[config.mk]
export PLATFORM = sky130hd
export DESIGN_NAME = pfm_ramp_cell
export DESIGN_NICKNAME = d
export VERILOG_FILES = /design/src/rtl/pfm_pkg.sv /design/src/rtl/pfm_ramp_cell.sv
export SDC_FILE = /design/constraint.sdc
export NUM_CORES = 1
export LEC_CHECK = 0
export BUFFER_PORTS_ARGS = -buffer_cell sky130_fd_sc_hd__buf_2
export CAP_MARGIN = 20
export CORE_ASPECT_RATIO = 1.5
export CORE_MARGIN = 2
export CORE_UTILIZATION = 35
export DETAILED_ROUTE_END_ITERATION = 10
export PLACE_DENSITY = 0.7
export SLEW_MARGIN = 20
export SYNTH_ARGS = -nofsm -noshare
export SYNTH_HDL_FRONTEND = slang
export SYNTH_SLANG_ARGS = --single-unit
[constraint.sdc]
create_clock -name clk -period 3.97 [get_ports clk]
set_input_delay 0.397 -clock clk [delete_from_list [all_inputs] [get_ports clk]]
set_output_delay 0.397 -clock clk [all_outputs]
set_load 0.05 [all_outputs]
[src/rtl/pfm_pkg.sv]
// Shared constants, request and result types, and chain tokens for the frame map.
`default_nettype none

package pfm_pkg;

	// Table and field geometry
	localparam int INDEX_BITS = 24;
	localparam int SPEED_W    = 24;
	localparam int MAX_CUTS   = 16;
	localparam int MAX_RAMPS  = 16;
	localparam int SLOT_W     = 4;
	localparam int OP_W       = 2;
	localparam int FC_W       = 25;
	localparam int CNT_W      = 5;
	localparam int CFG_IDX_W  = 2;
	localparam int FRAC_BITS  = 12;

	// Rate arithmetic widths
	localparam int PROD_W = INDEX_BITS + SPEED_W;
	localparam int Q_W    = PROD_W + 1 - FRAC_BITS;
	localparam int SUM_W  = Q_W + 2;

	localparam logic [SPEED_W-1:0]  UNIT_RATE  = SPEED_W'(1 << FRAC_BITS);
	localparam logic [PROD_W:0]     ROUND_HALF = (PROD_W+1)'(1 << (FRAC_BITS - 1));

	// Request opcodes
	localparam logic [OP_W-1:0] OP_QUERY = 2'd0;
	localparam logic [OP_W-1:0] OP_CUT   = 2'd1;
	localparam logic [OP_W-1:0] OP_RAMP  = 2'd2;

	// Configuration register indexes
	localparam logic [CFG_IDX_W-1:0] CFG_FRAME_COUNT  = 2'd0;
	localparam logic [CFG_IDX_W-1:0] CFG_CUT_ENTRIES  = 2'd1;
	localparam logic [CFG_IDX_W-1:0] CFG_RAMP_ENTRIES = 2'd2;

	typedef struct packed {
		logic [OP_W-1:0]           opcode;
		logic [SLOT_W-1:0]         entry_slot;
		logic [INDEX_BITS-1:0]     range_first;
		logic [INDEX_BITS-1:0]     range_after;
		logic signed [SPEED_W-1:0] ramp_speed;
		logic [INDEX_BITS-1:0]     playback_index;
	} request_t;

	typedef struct packed {
		logic [INDEX_BITS-1:0] source_index;
		logic                  ramp_applied;
		logic                  range_clamped;
	} result_t;

	// Table entry write, shared by cut and ramp cells
	typedef struct packed {
		logic [INDEX_BITS-1:0] first;
		logic [INDEX_BITS-1:0] after;
		logic [SPEED_W-1:0]    speed;
	} ent_wr_t;

	// Token travelling along the ramp cells
	typedef struct packed {
		logic                  vld;
		logic                  live;
		logic                  hit;
		logic [INDEX_BITS-1:0] p;
		logic [INDEX_BITS-1:0] rf;
		logic [SPEED_W-1:0]    rs;
	} ramp_tok_t;

	// Token travelling along the cut cells
	typedef struct packed {
		logic                  vld;
		logic                  live;
		logic                  sat;
		logic                  hit;
		logic [INDEX_BITS-1:0] src;
		logic [INDEX_BITS-1:0] delta;
		logic [SPEED_W-1:0]    rs;
	} cut_tok_t;

endpackage

`default_nettype wire

[src/rtl/pfm_ramp_cell.sv]
// One speed ramp cell: holds a ramp entry and tests the passing query token against it.
`default_nettype none

module pfm_ramp_cell (
	input  wire logic              clk,
	input  wire logic              arst_n,
	input  wire logic              wr_en,
	input  wire pfm_pkg::ent_wr_t  wr_entry,
	input  wire logic              entry_on,
	input  wire pfm_pkg::ramp_tok_t tok_in,
	output pfm_pkg::ramp_tok_t     tok_q
);

	logic [pfm_pkg::INDEX_BITS-1:0] first_q;
	logic [pfm_pkg::INDEX_BITS-1:0] after_q;
	logic [pfm_pkg::SPEED_W-1:0]    speed_q;
	pfm_pkg::ramp_tok_t             tok_d;

	// Hold the ramp entry
	always_ff @(posedge clk) begin
		if (wr_en) begin
			first_q <= wr_entry.first;
			after_q <= wr_entry.after;
			speed_q <= wr_entry.speed;
		end
	end

	// Stop the scan before the ramp, or inside it; take the ramp when its rate is not unity
	always_comb begin
		tok_d = tok_in;
		if (tok_in.vld && tok_in.live && entry_on) begin
			if (tok_in.p < first_q) begin
				tok_d.live = 1'b0;
			end else if (tok_in.p < after_q) begin
				tok_d.live = 1'b0;
				if (speed_q != pfm_pkg::UNIT_RATE) begin
					tok_d.hit = 1'b1;
					tok_d.rf  = first_q;
					tok_d.rs  = speed_q;
				end
			end
		end
	end

	// Hand the token to the next cell
	always_ff @(posedge clk or negedge arst_n) begin
		if (!arst_n) begin
			tok_q <= '0;
		end else begin
			tok_q <= tok_d;
		end
	end

endmodule

`default_nettype wire

==> reports/qor.csv <==
metric,value,unit
Period minus WS final,2.93,ns
Crit Reg-Reg Startpoint,first_q[15],
# fillers,1433,
hold crit path type,in2async,
CP max FO,26,
share of synthesized registers carrying an async set or reset,51.0,%
crit path capture type,register,
post-synthesis cell area,0.00586,mm2
TritonCTS clock tree,built,
starting density of the core,36.0,%
RSZ-0062 raised after global routing,no,
cell area power density,500,mW/mm2
Layout Skew,0.00906,ns
share of cells above drive strength 1,47.8,%
Max H-tree Level,4,
# Post-CTS Setup Buffers,0,
1st-iter DRT viols,129,
status,"complete, no violations",
I/O pin cnt,226,
number of flops mapped to enable cells by yosys,72,
register area share after synthesis,69.0,%
most used flip-flop cell after synthesis,dfrtp_1,
core box area,0.0163,mm2
first-pass GRT wire length,20900,um
Synth warnings,0,
# Max-Cap Violations,0,
CTS Buf Count,17,
CTS-repair resized insts,0,
Critical Path Source Type,register,
drt via density,4.64,
grt ovf,0,
relative slew slack,34.9,%
most frequent cells in the layout,"buf_2, dfrtp_1, edfxtp_1",
Leak,3.69,nW
CP arrival,3.24,ns
"Reg clk slew, reported paths",0.06,ns
reg2reg setup slack,1.04,ns
Mapped Avg Cell Area,15.7,um2
overall die height,162,um
DRT antenna net count,0,
Peak VDD IR,0.000302,V
Fin. Hold Viols,0,
RD Place Congestion,0.753,
DRC viols,0,
Layout Nets,812,
Inst Count DP,802,
largest net degree at the start of global routing,76,
Root Buffer,clkbuf_16,
fmax,341,MHz
multi-input logic area,0.00161,mm2
via count,3875,
Reg2Reg Depth,9,
CP required,4.27,ns
count of final setup violators,0,
"FF+latch count, synth",147,
Worst-Skew Late Latency,0.42,ns
register area,0.00404,mm2
PortBufs,225,
Syn Nets,571,
Yosys cell types,32,
clock sink count,147,
reg2reg end,tok_q[12],
worst slew pin tran,0.977,ns
drt pass-1 iters,4,
drt wl/cell,16.6,um
cts hold-fix bufs,0,
GRT Util Overall,16.0,%
final period utilization,73.9,%
WL final,13900,um
Row Count,57,
Syn Inst Count,374,
Max clock buf depth,2,
initial antenna violation count,2,
Final Instance Count excl. Fillers,836,
synth-to-layout area growth,34.0,%
"commonest non-fill, non-tap cell in the layout",buf_2,
number of global-route vias before repair,4369,
total die area,0.0178,mm2
HPWL after DPL,10600,um
final hold slack,0.00455,ns
TNS Setup,0,ns
Setup Crit Path Kind,reg2reg,
"Slew Viols, Final",0,
Die W,110,um
worst max-delay path, cell delays in order, from the launching register on:
cell	delay, ns
edfxtp_1	0.35
inv_1	0.05
ha_1	0.31
nand4_1	0.14
nor3_2	0.26
o2111ai_1	0.16
a311o_1	0.43
a2111oi_4	0.32
buf_4	0.40
mux2_2	0.38
area by class of cell:
| cell class | count | share of cell area (%) |
|---|---|---|
| Timing Repair Buffer | 227 | 14.7 |
| Inverter | 46 | 2.20 |
| Multi-Input combinational cell | 176 | 20.5 |
| Clock inverter | 13 | 2.17 |
| Antenna cell | 2 | 0.0638 |
| Clock buffer | 19 | 5.64 |
| Sequential cell | 147 | 51.5 |
| Tap cell | 206 | 3.28 |
where the power goes:
| part | total (mW) | switching (mW) | internal, mW | leakage, nW |
|---|---|---|---|---|
| clock | 1.66 | 0.643 | 1.02 | 0.293 |
| sequential | 1.75 | 0.0371 | 1.72 | 1.58 |
| combinational | 0.514 | 0.343 | 0.172 | 1.82 |
| total | 3.93 | 1.02 | 2.90 | 3.69 |
cell usage after synthesis (2+ instances only):
cell type / number / area (um2)
a2111oi_0: 2 / 17.5
a21o_1: 4 / 30.0
a21oi_1: 19 / 95.1
buf_2: 3 / 15.0
dfrtp_1: 75 / 1880
edfxtp_1: 72 / 2160
ha_1: 46 / 576
inv_1: 46 / 173
mux2_1: 9 / 101
mux2_2: 39 / 439
nand2_1: 14 / 52.6
nand2b_1: 2 / 12.5
nand4_1: 7 / 43.8
nor2_1: 3 / 11.3
nor2b_1: 2 / 12.5
nor4_1: 6 / 37.5
o21a_1: 2 / 15.0
o21ai_0: 9 / 45.0
stage by stage:
stage | power, mW | setup WS [ns] | utilization (%) | area, um2
after global routing | 4.10 | 0.900 | 48.2 | 7850
after floorplan | 2.09 | 1.31 | - | 5860
final | 3.93 | 1.04 | 48.3 | 7850
after CTS | 3.98 | 1.01 | 48.2 | 7840
after detailed placement | 2.31 | 0.869 | 44.4 | 7230
after global placement | 2.29 | 1.02 | 44.4 | 7230
worst max-delay path by stage:
| stage | start | endpoint | cells after the start |
|---|---|---|---|
| 2_1_floorplan | tok_in[63] | tok_q[38] | 9 |
| 5_1_grt | first_q[15] | tok_q[32] | 9 |
| 3_3_place_gp | tok_in[63] | tok_q[3] | 9 |
| 3_5_place_dp | tok_in[63] | tok_q[19] | 9 |
| 4_1_cts | first_q[15] | tok_q[19] | 9 |
| 6_report | first_q[15] | tok_q[12] | 9 |
layer usage:
metal	wire length (um)	track usage [%]	vias to the layer above
met3	1060	6.40	30
met2	7460	29.0	152
met4	423	7.42	0
met5	0	0	-
met1	4930	15.6	1861
li1	-	-	1832
flip-flops by register name, summed over array words and instances, names as in the netlist:
| name | flops |
|---|---|
| speed_q | 24 |
| after_q | 24 |
| first_q | 24 |
| tok_q | 75 |
cells by family after synthesis:
family / after synthesis / synth area share [%]
muxes: 48 / 9.23
and+or+nand+nor: 39 / 3.53
adders and majority gates: 46 / 9.83
AOI/OAI and AO/OA: 43 / 4.91
buffers and inverters: 51 / 3.53
DFF: 147 / 69.0
Note: power is estimated with default switching activity, not from simulation.
