**src/rtl/pfm_pkg.sv**
```systemverilog
// Shared constants, request and result types, and chain tokens for the frame map.
`default_nettype none

package pfm_pkg;

	// Table and field geometry
	localparam int INDEX_BITS = 24;
	localparam int SPEED_W    = 24;
	localparam int MAX_CUTS   = 16;
	localparam int MAX_RAMPS  = 16;
	localparam int SLOT_W     = 4;
	localparam int OP_W       = 2;
	localparam int FC_W       = 25;
	localparam int CNT_W      = 5;
	localparam int CFG_IDX_W  = 2;
	localparam int FRAC_BITS  = 12;

	// Rate arithmetic widths
	localparam int PROD_W = INDEX_BITS + SPEED_W;
	localparam int Q_W    = PROD_W + 1 - FRAC_BITS;
	localparam int SUM_W  = Q_W + 2;

	localparam logic [SPEED_W-1:0]  UNIT_RATE  = SPEED_W'(1 << FRAC_BITS);
	localparam logic [PROD_W:0]     ROUND_HALF = (PROD_W+1)'(1 << (FRAC_BITS - 1));

	// Request opcodes
	localparam logic [OP_W-1:0] OP_QUERY = 2'd0;
	localparam logic [OP_W-1:0] OP_CUT   = 2'd1;
	localparam logic [OP_W-1:0] OP_RAMP  = 2'd2;

	// Configuration register indexes
	localparam logic [CFG_IDX_W-1:0] CFG_FRAME_COUNT  = 2'd0;
	localparam logic [CFG_IDX_W-1:0] CFG_CUT_ENTRIES  = 2'd1;
	localparam logic [CFG_IDX_W-1:0] CFG_RAMP_ENTRIES = 2'd2;

	typedef struct packed {
		logic [OP_W-1:0]           opcode;
		logic [SLOT_W-1:0]         entry_slot;
		logic [INDEX_BITS-1:0]     range_first;
		logic [INDEX_BITS-1:0]     range_after;
		logic signed [SPEED_W-1:0] ramp_speed;
		logic [INDEX_BITS-1:0]     playback_index;
	} request_t;

	typedef struct packed {
		logic [INDEX_BITS-1:0] source_index;
		logic                  ramp_applied;
		logic                  range_clamped;
	} result_t;

	// Table entry write, shared by cut and ramp cells
	typedef struct packed {
		logic [INDEX_BITS-1:0] first;
		logic [INDEX_BITS-1:0] after;
		logic [SPEED_W-1:0]    speed;
	} ent_wr_t;

	// Token travelling along the ramp cells
	typedef struct packed {
		logic                  vld;
		logic                  live;
		logic                  hit;
		logic [INDEX_BITS-1:0] p;
		logic [INDEX_BITS-1:0] rf;
		logic [SPEED_W-1:0]    rs;
	} ramp_tok_t;

	// Token travelling along the cut cells
	typedef struct packed {
		logic                  vld;
		logic                  live;
		logic                  sat;
		logic                  hit;
		logic [INDEX_BITS-1:0] src;
		logic [INDEX_BITS-1:0] delta;
		logic [SPEED_W-1:0]    rs;
	} cut_tok_t;

endpackage

`default_nettype wire

```
**src/rtl/pfm_scale.sv**
```systemverilog
// Ramp rate stage: scales the ramp offset, rounds, adds the anchor and clamps.
`default_nettype none

module pfm_scale (
	input  wire logic                    clk,
	input  wire logic                    arst_n,
	input  wire pfm_pkg::cut_tok_t       tok,
	input  wire logic [pfm_pkg::FC_W-1:0] frame_count,
	output logic                         done,
	output pfm_pkg::result_t             result
);

	logic [pfm_pkg::SPEED_W-1:0]    mag;
	logic [pfm_pkg::PROD_W:0]       rnd;
	logic [pfm_pkg::SUM_W-1:0]      addend;
	logic [pfm_pkg::FC_W-1:0]       fc_dec;

	logic                           vld_s1, vld_s2, vld_s3, vld_s4;
	logic                           hit_s1, hit_s2, hit_s3;
	logic                           neg_s1, neg_s2;
	logic                           sat_s1, sat_s2, sat_s3;
	logic [pfm_pkg::INDEX_BITS-1:0] anchor_s1, anchor_s2;
	logic [pfm_pkg::PROD_W-1:0]     prod_s1;
	logic [pfm_pkg::Q_W-1:0]        q_s2;
	logic [pfm_pkg::SUM_W-1:0]      sum_s3;
	logic [pfm_pkg::INDEX_BITS-1:0] hi_s3;
	pfm_pkg::result_t               res_s4;

	// Magnitude of the signed rate; the most negative rate keeps its bit pattern
	assign mag    = tok.rs[pfm_pkg::SPEED_W-1] ? (~tok.rs + 1'b1) : tok.rs;
	assign rnd    = {1'b0, prod_s1} + pfm_pkg::ROUND_HALF;
	assign addend = hit_s2 ? pfm_pkg::SUM_W'(q_s2) : '0;
	assign fc_dec = (frame_count == '0) ? '0 : (frame_count - 1'b1);

	// Control flags of each stage
	always_ff @(posedge clk or negedge arst_n) begin
		if (!arst_n) begin
			vld_s1 <= 1'b0;
			vld_s2 <= 1'b0;
			vld_s3 <= 1'b0;
			vld_s4 <= 1'b0;
		end else begin
			vld_s1 <= tok.vld;
			vld_s2 <= vld_s1;
			vld_s3 <= vld_s2;
			vld_s4 <= vld_s3;
		end
	end

	// Multiply, round half away from zero, offset the anchor, clamp
	always_ff @(posedge clk) begin
		hit_s1    <= tok.hit;
		neg_s1    <= tok.rs[pfm_pkg::SPEED_W-1];
		sat_s1    <= tok.sat;
		anchor_s1 <= tok.src;
		prod_s1   <= pfm_pkg::PROD_W'(tok.delta) * pfm_pkg::PROD_W'(mag);

		hit_s2    <= hit_s1;
		neg_s2    <= neg_s1;
		sat_s2    <= sat_s1;
		anchor_s2 <= anchor_s1;
		q_s2      <= rnd[pfm_pkg::PROD_W:pfm_pkg::FRAC_BITS];

		hit_s3    <= hit_s2;
		sat_s3    <= sat_s2;
		// upper bound limited to the index maximum
		hi_s3     <= fc_dec[pfm_pkg::INDEX_BITS] ? '1 : fc_dec[pfm_pkg::INDEX_BITS-1:0];
		sum_s3    <= neg_s2 ? (pfm_pkg::SUM_W'(anchor_s2) - addend) :
			(pfm_pkg::SUM_W'(anchor_s2) + addend);

		res_s4.ramp_applied <= hit_s3;
		if (hit_s3 && sum_s3[pfm_pkg::SUM_W-1]) begin
			res_s4.source_index  <= '0;
			res_s4.range_clamped <= 1'b1;
		end else if (hit_s3 && (sum_s3 > pfm_pkg::SUM_W'(hi_s3))) begin
			res_s4.source_index  <= hi_s3;
			res_s4.range_clamped <= 1'b1;
		end else begin
			res_s4.source_index  <= sum_s3[pfm_pkg::INDEX_BITS-1:0];
			res_s4.range_clamped <= sat_s3;
		end
	end

	assign done   = vld_s4;
	assign result = res_s4;

endmodule

`default_nettype wire

```
**config.mk**
```make
export PLATFORM = sky130hd
export DESIGN_NAME = pfm_scale
export DESIGN_NICKNAME = d
export VERILOG_FILES = /design/src/rtl/pfm_pkg.sv /design/src/rtl/pfm_scale.sv
export SDC_FILE = /design/constraint.sdc
export NUM_CORES = 2
export LEC_CHECK = 0
export BUFFER_PORTS_ARGS = -buffer_cell sky130_fd_sc_hd__clkbuf_2
export CORE_MARGIN = 3
export CORE_UTILIZATION = 51
export CTS_BUF_LIST = sky130_fd_sc_hd__clkbuf_4
export DETAILED_ROUTE_END_ITERATION = 6
export GPL_ROUTABILITY_DRIVEN = 0
export MAX_ROUTING_LAYER = met4
export PLACE_DENSITY = 0.66
export SETUP_SLACK_MARGIN = 0.05
export SLEW_MARGIN = 30
export SYNTH_ARGS = -nofsm -noshare
export SYNTH_HDL_FRONTEND = slang
export SYNTH_SLANG_ARGS = --single-unit
```
**constraint.sdc**
```tcl
create_clock -name clk -period 7.1 [get_ports clk]
set_input_delay 1.065 -clock clk [delete_from_list [all_inputs] [get_ports clk]]
set_output_delay 1.065 -clock clk [all_outputs]
set_load 0.05 [all_outputs]
```
==> results_dict.tcl <==
set metrics [dict create \
    run_status "finished, violations left" \
    failed_checks "negative setup slack" \
    insertion_delay_ps 710 \
    die_w_um 243 \
    numPortBuffers 128 \
    slowest_delay_ps 560 \
    layout_min_cycle_time_ps 8770 \
    setup_slack_ps -1670 \
    final_area_sq_um 33900 \
    grt_antenna_before_repair 1 \
    route.detailed.drc 0 \
    finalHoldViolations 0 \
    avgRoutedWirePerCell_um 17.4 \
    critical_path_class "input pin to flip-flop" \
    r2r-start "hit_s2" \
    grt_pass1_vias 24400 \
    syn_inst 3203 \
    drv_cap 0 \
    grt_start_max_net_pins 57 \
    place_area_sq_um 32100 \
    regToRegEndpoint "sum_s3[32]" \
    cts_sinks 223 \
    slew_headroom_pct 38.9 \
    ioPinCount 130 \
    drt_iter0_markers 1575 \
    dieArea_sq_um 58900 \
    setup_tns_ps -37720 \
    vias 22700 \
    cp-start-kind "input pin" \
    dpl.hpwl_um 63900 \
    grt_overflow 0 \
    grt_usage_pct 26.5 \
    gr-usage-met3_pct 3.51 \
    rsz0062_at_grt "yes" \
    ys_async_sr_fraction_pct 1.79 \
    critPathSlowestCell "or4_4" \
    gr-usage-met1_pct 33.2 \
    r2r_cells 14 \
    drive_gt1_share_pct 19.1 \
    n_fill_cell 4654 \
    crit_fanout 5 \
    busiest_layer "met2" \
    met2_usage_pct 44.7 \
    die_y_um 243 \
    row_count 86 \
    clockBufferDepth 3 \
    synthesis.nets 4034 \
    root_buffer "clkbuf_4" \
    end_kind "flip-flop" \
    regToRegSetupSlack_ps 2470 \
    synthesis.area_sq_um 28600 \
    timing.final.crit_share_pct 124 \
    yosysSeqAreaShare_pct 15.7 \
    yosysWarningCount 0 \
    core_area_sq_um 55200 \
    grt_pass1_wl_um 123000 \
    tightestPinTransition_ps 917 \
    worst_ep_required_time_ps 7660 \
    num-nets-final 4371 \
    setup-violations-final 33 \
    critPathArrivalTime_ps 9330 \
    ys.flop_type "dfxtp_1" \
    ys_types 73 \
    hp-class "input pin to asynchronous set/reset pin" \
    first_pass_iters 5 \
    crit_end "prod_s1[43]" \
    cp-startpoint "tok[6]" \
    cts_max_level 2 \
    fmax_mhz 114 \
    holdWs_ps 184 \
    numCtsBuffers 50 \
    antenna_left 0 \
    cts_tree "done" \
    cts.clk_slew.worst_paths_ps 70 \
    via_per_inst 5.25 \
    ys_ff_latch 223 \
    routed_wl_um 75400 \
    clock_skew_ps 59.5 \
    synth_edf_count 0 \
    synth.avg_cell_area_sq_um 8.92 \
    syn_to_final_growth_pct 18.7 \
    crit_top_cell "fa_2" \
    start_util_pct 51.7 \
    slew_viol_final 0 \
]
==> state kept, by name, summed over array words and instances (netlist names), 24 cells and up <==
signal / count
sum_s3: 39
prod_s1: 37
q_s2: 37
result: 26
anchor_s1: 24
anchor_s2: 24
hi_s3: 24
==> worst min-delay path by stage <==
stage / startpoint / slack (ps) / endpoint / cells past startpoint
final: arst_n / 180 / vld_s2 / 1
after global routing: arst_n / 130 / vld_s2 / 1
after CTS: arst_n / 120 / vld_s2 / 1
after detailed placement: anchor_s1[15] / 310 / anchor_s2[15] / 0
after global placement: anchor_s1[19] / 310 / anchor_s2[19] / 0
after floorplan: anchor_s1[0] / 310 / anchor_s2[0] / 0
==> per-stage QoR <==
step | cells | util [%] | worst slack, ps
floorplan | 3203 | - | -1980
global route | 4330 | 61.4 | -1890
detailed placement | 4195 | 58.1 | -2560
CTS | 4315 | 60.5 | -1640
finish | 4330 | 61.4 | -1670
global placement | 4194 | 58.0 | -2470
==> cells in the final DEF, fill, tap and decap left out, types with 64 or more instances in the layout <==
| master | count |
|---|---|
| fa_1 | 466 |
| clkbuf_2 | 127 |
| clkbuf_4 | 64 |
| ha_1 | 221 |
| dfxtp_1 | 218 |
| and2_1 | 182 |
| xnor2_1 | 87 |
| inv_1 | 582 |
| buf_4 | 258 |
| nand2_1 | 427 |
| a21oi_1 | 90 |
| nor2_1 | 107 |
==> worst max-delay path, delay by kind of cell <==
kind                       cells  cell delay (ps)
AOI/OAI and AO/OA              7             1490
xor gates and xnor gates       2              310
adders and majority gates      8             3610
buffers and inverters          6              610
and+or+nand+nor                7             2210
==> Yosys cell counts, types with 10 or more instances <==
cell / n / area share (%)
xor2_1: 27 / 0.83
nor3_1: 33 / 0.58
nor4_1: 19 / 0.42
nand2b_1: 18 / 0.39
inv_1: 600 / 7.9
o21bai_1: 15 / 0.39
and3_1: 16 / 0.35
a21o_1: 39 / 1.0
and2_1: 189 / 4.1
a211oi_1: 10 / 0.26
nand2_1: 441 / 5.8
a31oi_1: 15 / 0.33
o21ai_0: 68 / 1.2
dfxtp_1: 219 / 15
or3_1: 16 / 0.35
nor2_1: 112 / 1.5
nand3_1: 43 / 0.75
ha_1: 245 / 11
nor2b_1: 60 / 1.3
a21oi_1: 108 / 1.9
fa_1: 483 / 34
nand4_1: 21 / 0.46
o31ai_1: 14 / 0.37
mux2i_1: 31 / 1.1
clkbuf_1: 134 / 1.8
xnor2_1: 110 / 3.4
==> timing repair <==
action	4_1_cts	5_1_grt
cloned	2	1
endpoints found under the setup margin	34	34
hold buffers	0	0
gates resized for setup	61	101
pin swaps	66	115
setup buffers	27	25
==> routing by layer <==
layer  wire [um]  share of wire (%)
met5           0                  0
met4        2650                3.5
met3        4750                6.3
met2       36800                 49
met1       31200                 41
==> layout make-up <==
class / count / area (sq um) / share of cell area [%]
flip-flops and latches: 223 / 4490 / 13.2
repair buffers: 428 / 3230 / 9.55
clock inverters: 29 / 256 / 0.757
clock buffers: 64 / 480 / 1.42
diodes: 1 / 2.50 / 0.00739
multi-input cells: 2237 / 22200 / 65.6
inverters: 600 / 2250 / 6.65
well taps: 748 / 936 / 2.76
==> kinds of logic after synthesis <==
group / after synthesis / synth area share [%]
adders and majority gates: 729 / 44.6
AOI/OAI and AO/OA: 330 / 7.33
and+or+nand+nor: 1008 / 17.2
xor gates and xnor gates: 137 / 4.20
buffers and inverters: 745 / 9.83
muxes: 31 / 1.09
DFF: 223 / 15.7
Power is not shown: default switching activity piles up to over one toggle a cycle in this logic, so the estimate is an artifact.
