## src/rtl/pfm_pkg.sv

```systemverilog
// Shared constants, request and result types, and chain tokens for the frame map.
`default_nettype none

package pfm_pkg;

	// Table and field geometry
	localparam int INDEX_BITS = 24;
	localparam int SPEED_W    = 24;
	localparam int MAX_CUTS   = 16;
	localparam int MAX_RAMPS  = 16;
	localparam int SLOT_W     = 4;
	localparam int OP_W       = 2;
	localparam int FC_W       = 25;
	localparam int CNT_W      = 5;
	localparam int CFG_IDX_W  = 2;
	localparam int FRAC_BITS  = 12;

	// Rate arithmetic widths
	localparam int PROD_W = INDEX_BITS + SPEED_W;
	localparam int Q_W    = PROD_W + 1 - FRAC_BITS;
	localparam int SUM_W  = Q_W + 2;

	localparam logic [SPEED_W-1:0]  UNIT_RATE  = SPEED_W'(1 << FRAC_BITS);
	localparam logic [PROD_W:0]     ROUND_HALF = (PROD_W+1)'(1 << (FRAC_BITS - 1));

	// Request opcodes
	localparam logic [OP_W-1:0] OP_QUERY = 2'd0;
	localparam logic [OP_W-1:0] OP_CUT   = 2'd1;
	localparam logic [OP_W-1:0] OP_RAMP  = 2'd2;

	// Configuration register indexes
	localparam logic [CFG_IDX_W-1:0] CFG_FRAME_COUNT  = 2'd0;
	localparam logic [CFG_IDX_W-1:0] CFG_CUT_ENTRIES  = 2'd1;
	localparam logic [CFG_IDX_W-1:0] CFG_RAMP_ENTRIES = 2'd2;

	typedef struct packed {
		logic [OP_W-1:0]           opcode;
		logic [SLOT_W-1:0]         entry_slot;
		logic [INDEX_BITS-1:0]     range_first;
		logic [INDEX_BITS-1:0]     range_after;
		logic signed [SPEED_W-1:0] ramp_speed;
		logic [INDEX_BITS-1:0]     playback_index;
	} request_t;

	typedef struct packed {
		logic [INDEX_BITS-1:0] source_index;
		logic                  ramp_applied;
		logic                  range_clamped;
	} result_t;

	// Table entry write, shared by cut and ramp cells
	typedef struct packed {
		logic [INDEX_BITS-1:0] first;
		logic [INDEX_BITS-1:0] after;
		logic [SPEED_W-1:0]    speed;
	} ent_wr_t;

	// Token travelling along the ramp cells
	typedef struct packed {
		logic                  vld;
		logic                  live;
		logic                  hit;
		logic [INDEX_BITS-1:0] p;
		logic [INDEX_BITS-1:0] rf;
		logic [SPEED_W-1:0]    rs;
	} ramp_tok_t;

	// Token travelling along the cut cells
	typedef struct packed {
		logic                  vld;
		logic                  live;
		logic                  sat;
		logic                  hit;
		logic [INDEX_BITS-1:0] src;
		logic [INDEX_BITS-1:0] delta;
		logic [SPEED_W-1:0]    rs;
	} cut_tok_t;

endpackage

`default_nettype wire

```

## src/rtl/pfm_cut_cell.sv

```systemverilog
// One cut cell: holds a cut entry and adds its length to the passing source index.
`default_nettype none

module pfm_cut_cell (
	input  wire logic              clk,
	input  wire logic              arst_n,
	input  wire logic              wr_en,
	input  wire pfm_pkg::ent_wr_t  wr_entry,
	input  wire logic              entry_on,
	input  wire pfm_pkg::cut_tok_t tok_in,
	output pfm_pkg::cut_tok_t      tok_q
);

	logic [pfm_pkg::INDEX_BITS-1:0] first_q;
	logic [pfm_pkg::INDEX_BITS-1:0] len_q;
	logic [pfm_pkg::INDEX_BITS:0]   sum;
	pfm_pkg::cut_tok_t              tok_d;

	// Hold the cut start and its length; a reversed range has no length
	always_ff @(posedge clk) begin
		if (wr_en) begin
			first_q <= wr_entry.first;
			len_q   <= (wr_entry.after > wr_entry.first) ?
				(wr_entry.after - wr_entry.first) : '0;
		end
	end

	assign sum = {1'b0, tok_in.src} + {1'b0, len_q};

	// Stop at the first cut not yet reached; otherwise add its length, saturating
	always_comb begin
		tok_d = tok_in;
		if (tok_in.vld && tok_in.live && entry_on) begin
			if (tok_in.src < first_q) begin
				tok_d.live = 1'b0;
			end else if (sum[pfm_pkg::INDEX_BITS]) begin
				tok_d.src = '1;
				tok_d.sat = 1'b1;
			end else begin
				tok_d.src = sum[pfm_pkg::INDEX_BITS-1:0];
			end
		end
	end

	// Hand the token to the next cell
	always_ff @(posedge clk or negedge arst_n) begin
		if (!arst_n) begin
			tok_q <= '0;
		end else begin
			tok_q <= tok_d;
		end
	end

endmodule

`default_nettype wire

```

## config.mk

```make
export PLATFORM = sky130hd
export DESIGN_NAME = pfm_cut_cell
export DESIGN_NICKNAME = d
export VERILOG_FILES = /design/src/rtl/pfm_pkg.sv /design/src/rtl/pfm_cut_cell.sv
export SDC_FILE = /design/constraint.sdc
export NUM_CORES = 1
export LEC_CHECK = 0
export BUFFER_PORTS_ARGS = -buffer_cell sky130_fd_sc_hd__buf_2
export CAP_MARGIN = 5
export CORE_MARGIN = 2
export CORE_UTILIZATION = 40
export CTS_BUF_LIST = sky130_fd_sc_hd__clkbuf_8 sky130_fd_sc_hd__clkbuf_16
export CTS_CLUSTER_DIAMETER = 80
export CTS_CLUSTER_SIZE = 8
export DETAILED_ROUTE_END_ITERATION = 8
export GPL_TIMING_DRIVEN = 0
export PLACE_DENSITY = 0.77
export SYNTH_ARGS = -nofsm -noshare
export SYNTH_HDL_FRONTEND = slang
export SYNTH_SLANG_ARGS = --single-unit
```

## constraint.sdc

```tcl
create_clock -name clk -period 4.27 [get_ports clk]
set_input_delay 0.854 -clock clk [delete_from_list [all_inputs] [get_ports clk]]
set_output_delay 0.854 -clock clk [all_outputs]
set_load 0.1 [all_outputs]
```

==> results.cfg, run 1 <==
[grt]
grt_pass1_vias = 5169
track_usage_pct = 17.81
grt-ovfl-total = 0
grt_max_degree = 77
antenna_found_initial = 2
grt_first_pass_wirelength_microns = 24940

[sta]
hold_viol_final = 0
finalSetupViolations = 0
skew_ps = 7.171
fin_crit_sh_pct = 82.02
relSlewSlack_pct = 33.07
timing.fmax_mhz = 285.5
rsz0062_at_grt = no
tightest_slew_ps = 1004
finalSetupTns_ps = 0
worst_slack_ps = 767.9
fin_crit_ps = 3502
finalMaxSlewViolations = 0

[clock_tree]
clockBufferDepth = 2
post-cts-setup-buffers = 0
cts.sinks = 124
cts_resized = 0
clk_pin_slew_worst_paths_ps = 60
htree_levels = 4
worstSkewPairLatency_ps = 410
clockRootBuffer = clkbuf_16
hold_buffers = 0
cts_buffers = 17
tritoncts = yes

[place]
io_buffer_count = 203
place.gp.congestion = 0.8712
post-dp-hpwl_microns = 12870
placed_cells = 1030
placed_cell_area_sq_um = 8051
post-place-ws_ps = 366.0

[detailed_routing]
drc_errors = 0
vias = 5364
wl_per_cell_microns = 15.14
antenna_left = 0
drtIter0Drc = 250
vias_per_cell = 5.046
drt-pass1-iter-count = 4
drt-total-wl_microns = 16090

[yosys]
synth_xor_area_share_pct = 4.795
synth_nets = 832
synthSimpleGateAreaFrac_pct = 9.998
synth-adder-area-share_pct = 13.74
yosys.area.top_type_share_pct = 28.14
ys.flop_type = dfrtp_1
synthTopCellsByArea = dfrtp_1, edfxtp_1, ha_1, a21oi_1, inv_1
synth_area_sq_um = 6758
ys_types = 66
synth-edff-count = 48
ys_ff_latch = 124
synth-async-reset-ratio_pct = 61.29
yosysWarnings = 0
synth_top_family_by_area = compound AO/OA/AOI/OAI gates
synthMuxAreaShare_pct = 0.1666
synth_compound_area_share_pct = 16.94
yosysTopAreaCell = dfrtp_1
postSynthAreaPerCell_sq_um = 11.13
seq_area_frac_synth_pct = 49.47
synthCells = 607

[job]
drv_cap = 0

[finish]
area_delta_synth_final_pct = 27.81
layout.cells.non_filler = 1063
most-common-layout-cells = buf_2, dfrtp_1, ha_1
layout_commonest_cell = buf_2
fill_cells = 1463
multi_input_area_sq_um = 3084
final_cell_area_sq_um = 8637
drive_gt1_share_pct = 30.92
nets = 1054
final-seq-area_sq_um = 3343
finish.utilization_pct = 52.27

[pwr]
cellLeakagePower_nw = 4.163
vdd_drop_max_uv = 242.5
p_per_area_nw_per_um2 = 448.4

[run_status]
status = finished, final reports clean

[floorplanning]
die-area_sq_um = 17950
rows = 47
die_h_microns = 134.0
die-width_microns = 134.0
io_pins = 228
core-area_sq_um = 16520
initial_utilization_pct = 40.89

[setup_path]
cp_max_fo = 10
crit_required_ps = 4550
end_kind = flip-flop
startpoint_type = input port
crit_type = input port to flip-flop
critPathArrivalTime_ps = 3780

[worst_hold_path]
hp-class = input port to flip-flop
==> cells in the mapped netlist, types with 12 or more instances <==
cell / n
dfrtp_1: 76
a21oi_1: 50
a21o_1: 15
edfxtp_1: 48
xor2_1: 13
nand2_1: 25
inv_1: 57
o21ai_0: 20
o22a_1: 24
nand3_1: 12
nor2_1: 47
ha_1: 71
xnor2_1: 24
==> cell type report <==
type	count	area share, %
clock buffers	18	5.085
multi-input cells	414	35.71
clock inverters	13	1.637
plain buffers	12	1.347
flip-flops and latches	124	38.71
repair buffers	203	11.79
well taps	220	3.187
inverters	57	2.477
diodes	2	0.05795
==> power breakdown <==
group | total, mW | internal [mW] | switching (mW)
Sequential | 1.37 | 1.34 | 0.0269
Combinational | 1.11 | 0.367 | 0.743
Clock | 1.39 | 0.875 | 0.520
==> critical path, stage by stage <==
cell     delay (ps)
buf_2           110
ha_1            220
fa_1            400
a21oi_1         210
o22a_1          210
a21oi_2         100
o41ai_1         650
o21a_1          280
o41ai_1         120
inv_1           110
nand2_2         130
buf_6           180
o22a_1          210
==> per-stage QoR <==
step	hold slack (ps)	power [mW]
after floorplan	547.2	2.228
after global placement	583.4	2.475
after detailed placement	575.6	2.494
after CTS	529.8	3.907
after global routing	530.0	4.061
final	551.1	3.873
==> kinds of logic (layout without fill, tap and decap cells) <==
group / count (synthesis) / in the layout
flops: 124 / 124
other cells: 0 / 2
simple gates: 137 / 137
fa+ha+maj: 73 / 73
mux: 1 / 1
xor+xnor: 37 / 37
compound gates: 166 / 166
buf+inv: 69 / 303
==> registers in the layout, indices dropped and copies added (netlist names) <==
register  cells
first_q      24
len_q        24
tok_q        76
==> final timing paths <==
kind / from / to / slack (ps) / depth (start not counted)
worst min-delay path: tok_in[30] / tok_q[30] / 550 / 1
min in group asynchronous: arst_n / tok_q[17] / 570 / 1
worst max register to register: len_q[0] / tok_q[61] / 960 / 12
worst min register to register: len_q[0] / tok_q[48] / 590 / 2
worst max-delay path: tok_in[48] / tok_q[61] / 770 / 13
max in group asynchronous: arst_n / tok_q[28] / 3100 / 1
==> layer usage <==
metal,vias up,global-route usage [%],wire length (microns)
met2,207,31.20,7947
met1,2475,20.16,6616
met5,-,0,0
met4,0,8.924,442
met3,26,4.497,1086
li1,2656,-,-
Power figures use the tool's default switching activity.
==> run 2, diff against run 1 <==
--- a/config.mk
+++ b/config.mk
@@ -14,7 +14,7 @@
 export CTS_CLUSTER_SIZE = 8
 export DETAILED_ROUTE_END_ITERATION = 8
 export GPL_TIMING_DRIVEN = 0
-export PLACE_DENSITY = 0.77
+export PLACE_DENSITY = 0.79
 export SYNTH_ARGS = -nofsm -noshare
 export SYNTH_HDL_FRONTEND = slang
 export SYNTH_SLANG_ARGS = --single-unit
==> constraint.sdc (replaced) <==
create_clock -name clk -period 3.11 [get_ports clk]
set_input_delay 0.622 -clock clk [delete_from_list [all_inputs] [get_ports clk]]
set_output_delay 0.622 -clock clk [all_outputs]
set_load 0.1 [all_outputs]
==> results.cfg, run 2 (same netlist as run 1, synthesis figures left out) <==
[clock_tree]
htree_levels = 4
clockBufferDepth = 2
cts.sinks = 124
clockRootBuffer = clkbuf_16
cts_buffers = 17
worstSkewPairLatency_ps = 410
tritoncts = yes
clk_pin_slew_worst_paths_ps = 60

[detailed_routing]
vias_per_cell = 5.033
antenna_left = 0
drc_errors = 0
drt-pass1-iter-count = 5
drt-total-wl_microns = 16360
wl_per_cell_microns = 15.33
drtIter0Drc = 314
vias = 5370

[floorplanning]
die_h_microns = 134.0
initial_utilization_pct = 40.89
die-area_sq_um = 17950
rows = 47
die-width_microns = 134.0
io_pins = 228
core-area_sq_um = 16520

[setup_path]
cp_cell_sequence = buf_2 -> inv_1 -> ha_1 -> fa_2 -> nor2b_4 -> o2111a_1 -> nor3_1 -> o31a_1 -> nand2b_4 -> a311oi_2 -> o21ai_1 -> a22o_4 -> buf_6 -> nor2_1
slowest_stage = fa_2
slowest_delay_ps = 380
r2r-start = len_q[0]
startpoint_type = input port
worst_r2r_endpoint = tok_q[59]
critPathArrivalTime_ps = 3260
cp_max_fo = 10
crit_type = input port to flip-flop
r2r_cells = 12
end_kind = flip-flop
crit_required_ps = 3360
rrSetupSlack_ps = 140

[finish]
finish.utilization_pct = 53.15
final_cell_area_sq_um = 8783
drive_gt1_share_pct = 32.43
largest_reg_flops = 76
largest_register = tok_q
nets = 1057
area_delta_synth_final_pct = 29.98
most-common-layout-cells = buf_2, dfrtp_1, ha_1
fill_cells = 1433
layout_commonest_cell = buf_2
reg.largest.list = tok_q x76, first_q x24, len_q x24

[pwr]
vdd_drop_max_uv = 300.2
p_per_area_nw_per_um2 = 630.4
total_power_mw = 5.537
cellLeakagePower_nw = 4.223

[sta]
finalSetupViolations = 0
tightest_slew_ps = 1006
worst_slack_ps = 102.8
holdWs_ps = 317.4
fin_crit_ps = 3007
timing.fmax_mhz = 332.5
fin_crit_sh_pct = 96.69
relSlewSlack_pct = 32.96
hold_viol_final = 0
finalMaxSlewViolations = 0
skew_ps = 9.128

[place]
place.gp.congestion = 0.8971
io_buffer_count = 203
post-place-ws_ps = -608.7
post-dp-hpwl_microns = 12800
placed_cell_area_sq_um = 8051

[grt]
track_usage_pct = 18.05
grt_first_pass_wirelength_microns = 25360
grt_max_degree = 77
grt_pass1_vias = 5284
antenna_found_initial = 3
grt-ovfl-total = 0

[job]
drv_cap = 0

[worst_hold_path]
hp-class = input port to async pin

[run_status]
status = finished, final reports clean
run 2: cell count changes in the layout (fill, tap and decap cells not counted), moves of 2 or more:
cell / delta
nor2b_1: -2
o41ai_1: -2
buf_4: +3
bufinv_16: +2
clkinv_4: +2
inv_6: +2
clkinv_2: -3
run 2: per-stage QoR:
stage / instances / setup TNS, ps
after detailed placement: 1030 / -19510
final: 1067 / 0
after global routing: 1067 / -22.64
after floorplan: 607 / 0
after global placement: 1030 / -18130
after CTS: 1062 / 0
run 2: layer usage:
| layer | part of all wire (%) | up-vias | track usage, % |
|---|---|---|---|
| met2 | 50 | 217 | 32.17 |
| met3 | 7.0 | 38 | 4.460 |
| li1 | - | 2658 | - |
| met5 | 0 | - | 0 |
| met1 | 40 | 2457 | 19.71 |
| met4 | 3.3 | 0 | 9.811 |
run 2: how the worst max path moves through the flow:
stage / from / slack (ps) / depth (start not counted) / endpoint
after floorplan: wr_entry[24] / 80 / 13 / len_q[18]
after global placement: tok_in[48] / -590 / 13 / tok_q[59]
after detailed placement: tok_in[48] / -610 / 13 / tok_q[59]
after CTS: len_q[4] / 30 / 11 / tok_q[59]
after global routing: wr_entry[24] / -20 / 14 / len_q[19]
final: wr_entry[24] / 100 / 14 / len_q[19]
run 2: critical path, delay by kind of cell:
family	cells	cell delay (ps)
simple gates	4	520
buf+inv	3	260
fa+ha+maj	2	600
compound gates	5	1240
run 2: layout make-up:
cell class / instances / area (sq um) / area share, %
multi-input cells: 414 / 3148 / 35.84
repair buffers: 206 / 1041 / 11.85
clock inverters: 15 / 211.5 / 2.407
well taps: 220 / 275.3 / 3.134
flip-flops and latches: 124 / 3343 / 38.06
diodes: 2 / 5.005 / 0.05698
plain buffers: 12 / 120.1 / 1.368
clock buffers: 17 / 425.4 / 4.843
inverters: 57 / 214.0 / 2.436
run 2: what timing repair did:
action                                 4_1_cts  5_1_grt
endpoints found under the hold margin        0        0
cloned                                       0        0
hold buffers                                 0        0
setup endpoints to repair                   23       41
resized for setup                            2       12
buffers inserted                             0        3
pin swaps                                    0        7
run 2: power breakdown:
part,switching [mW],internal [mW]
logic,1.04,0.524
registers,0.0358,1.84
clock network,0.736,1.36
total,1.81,3.72
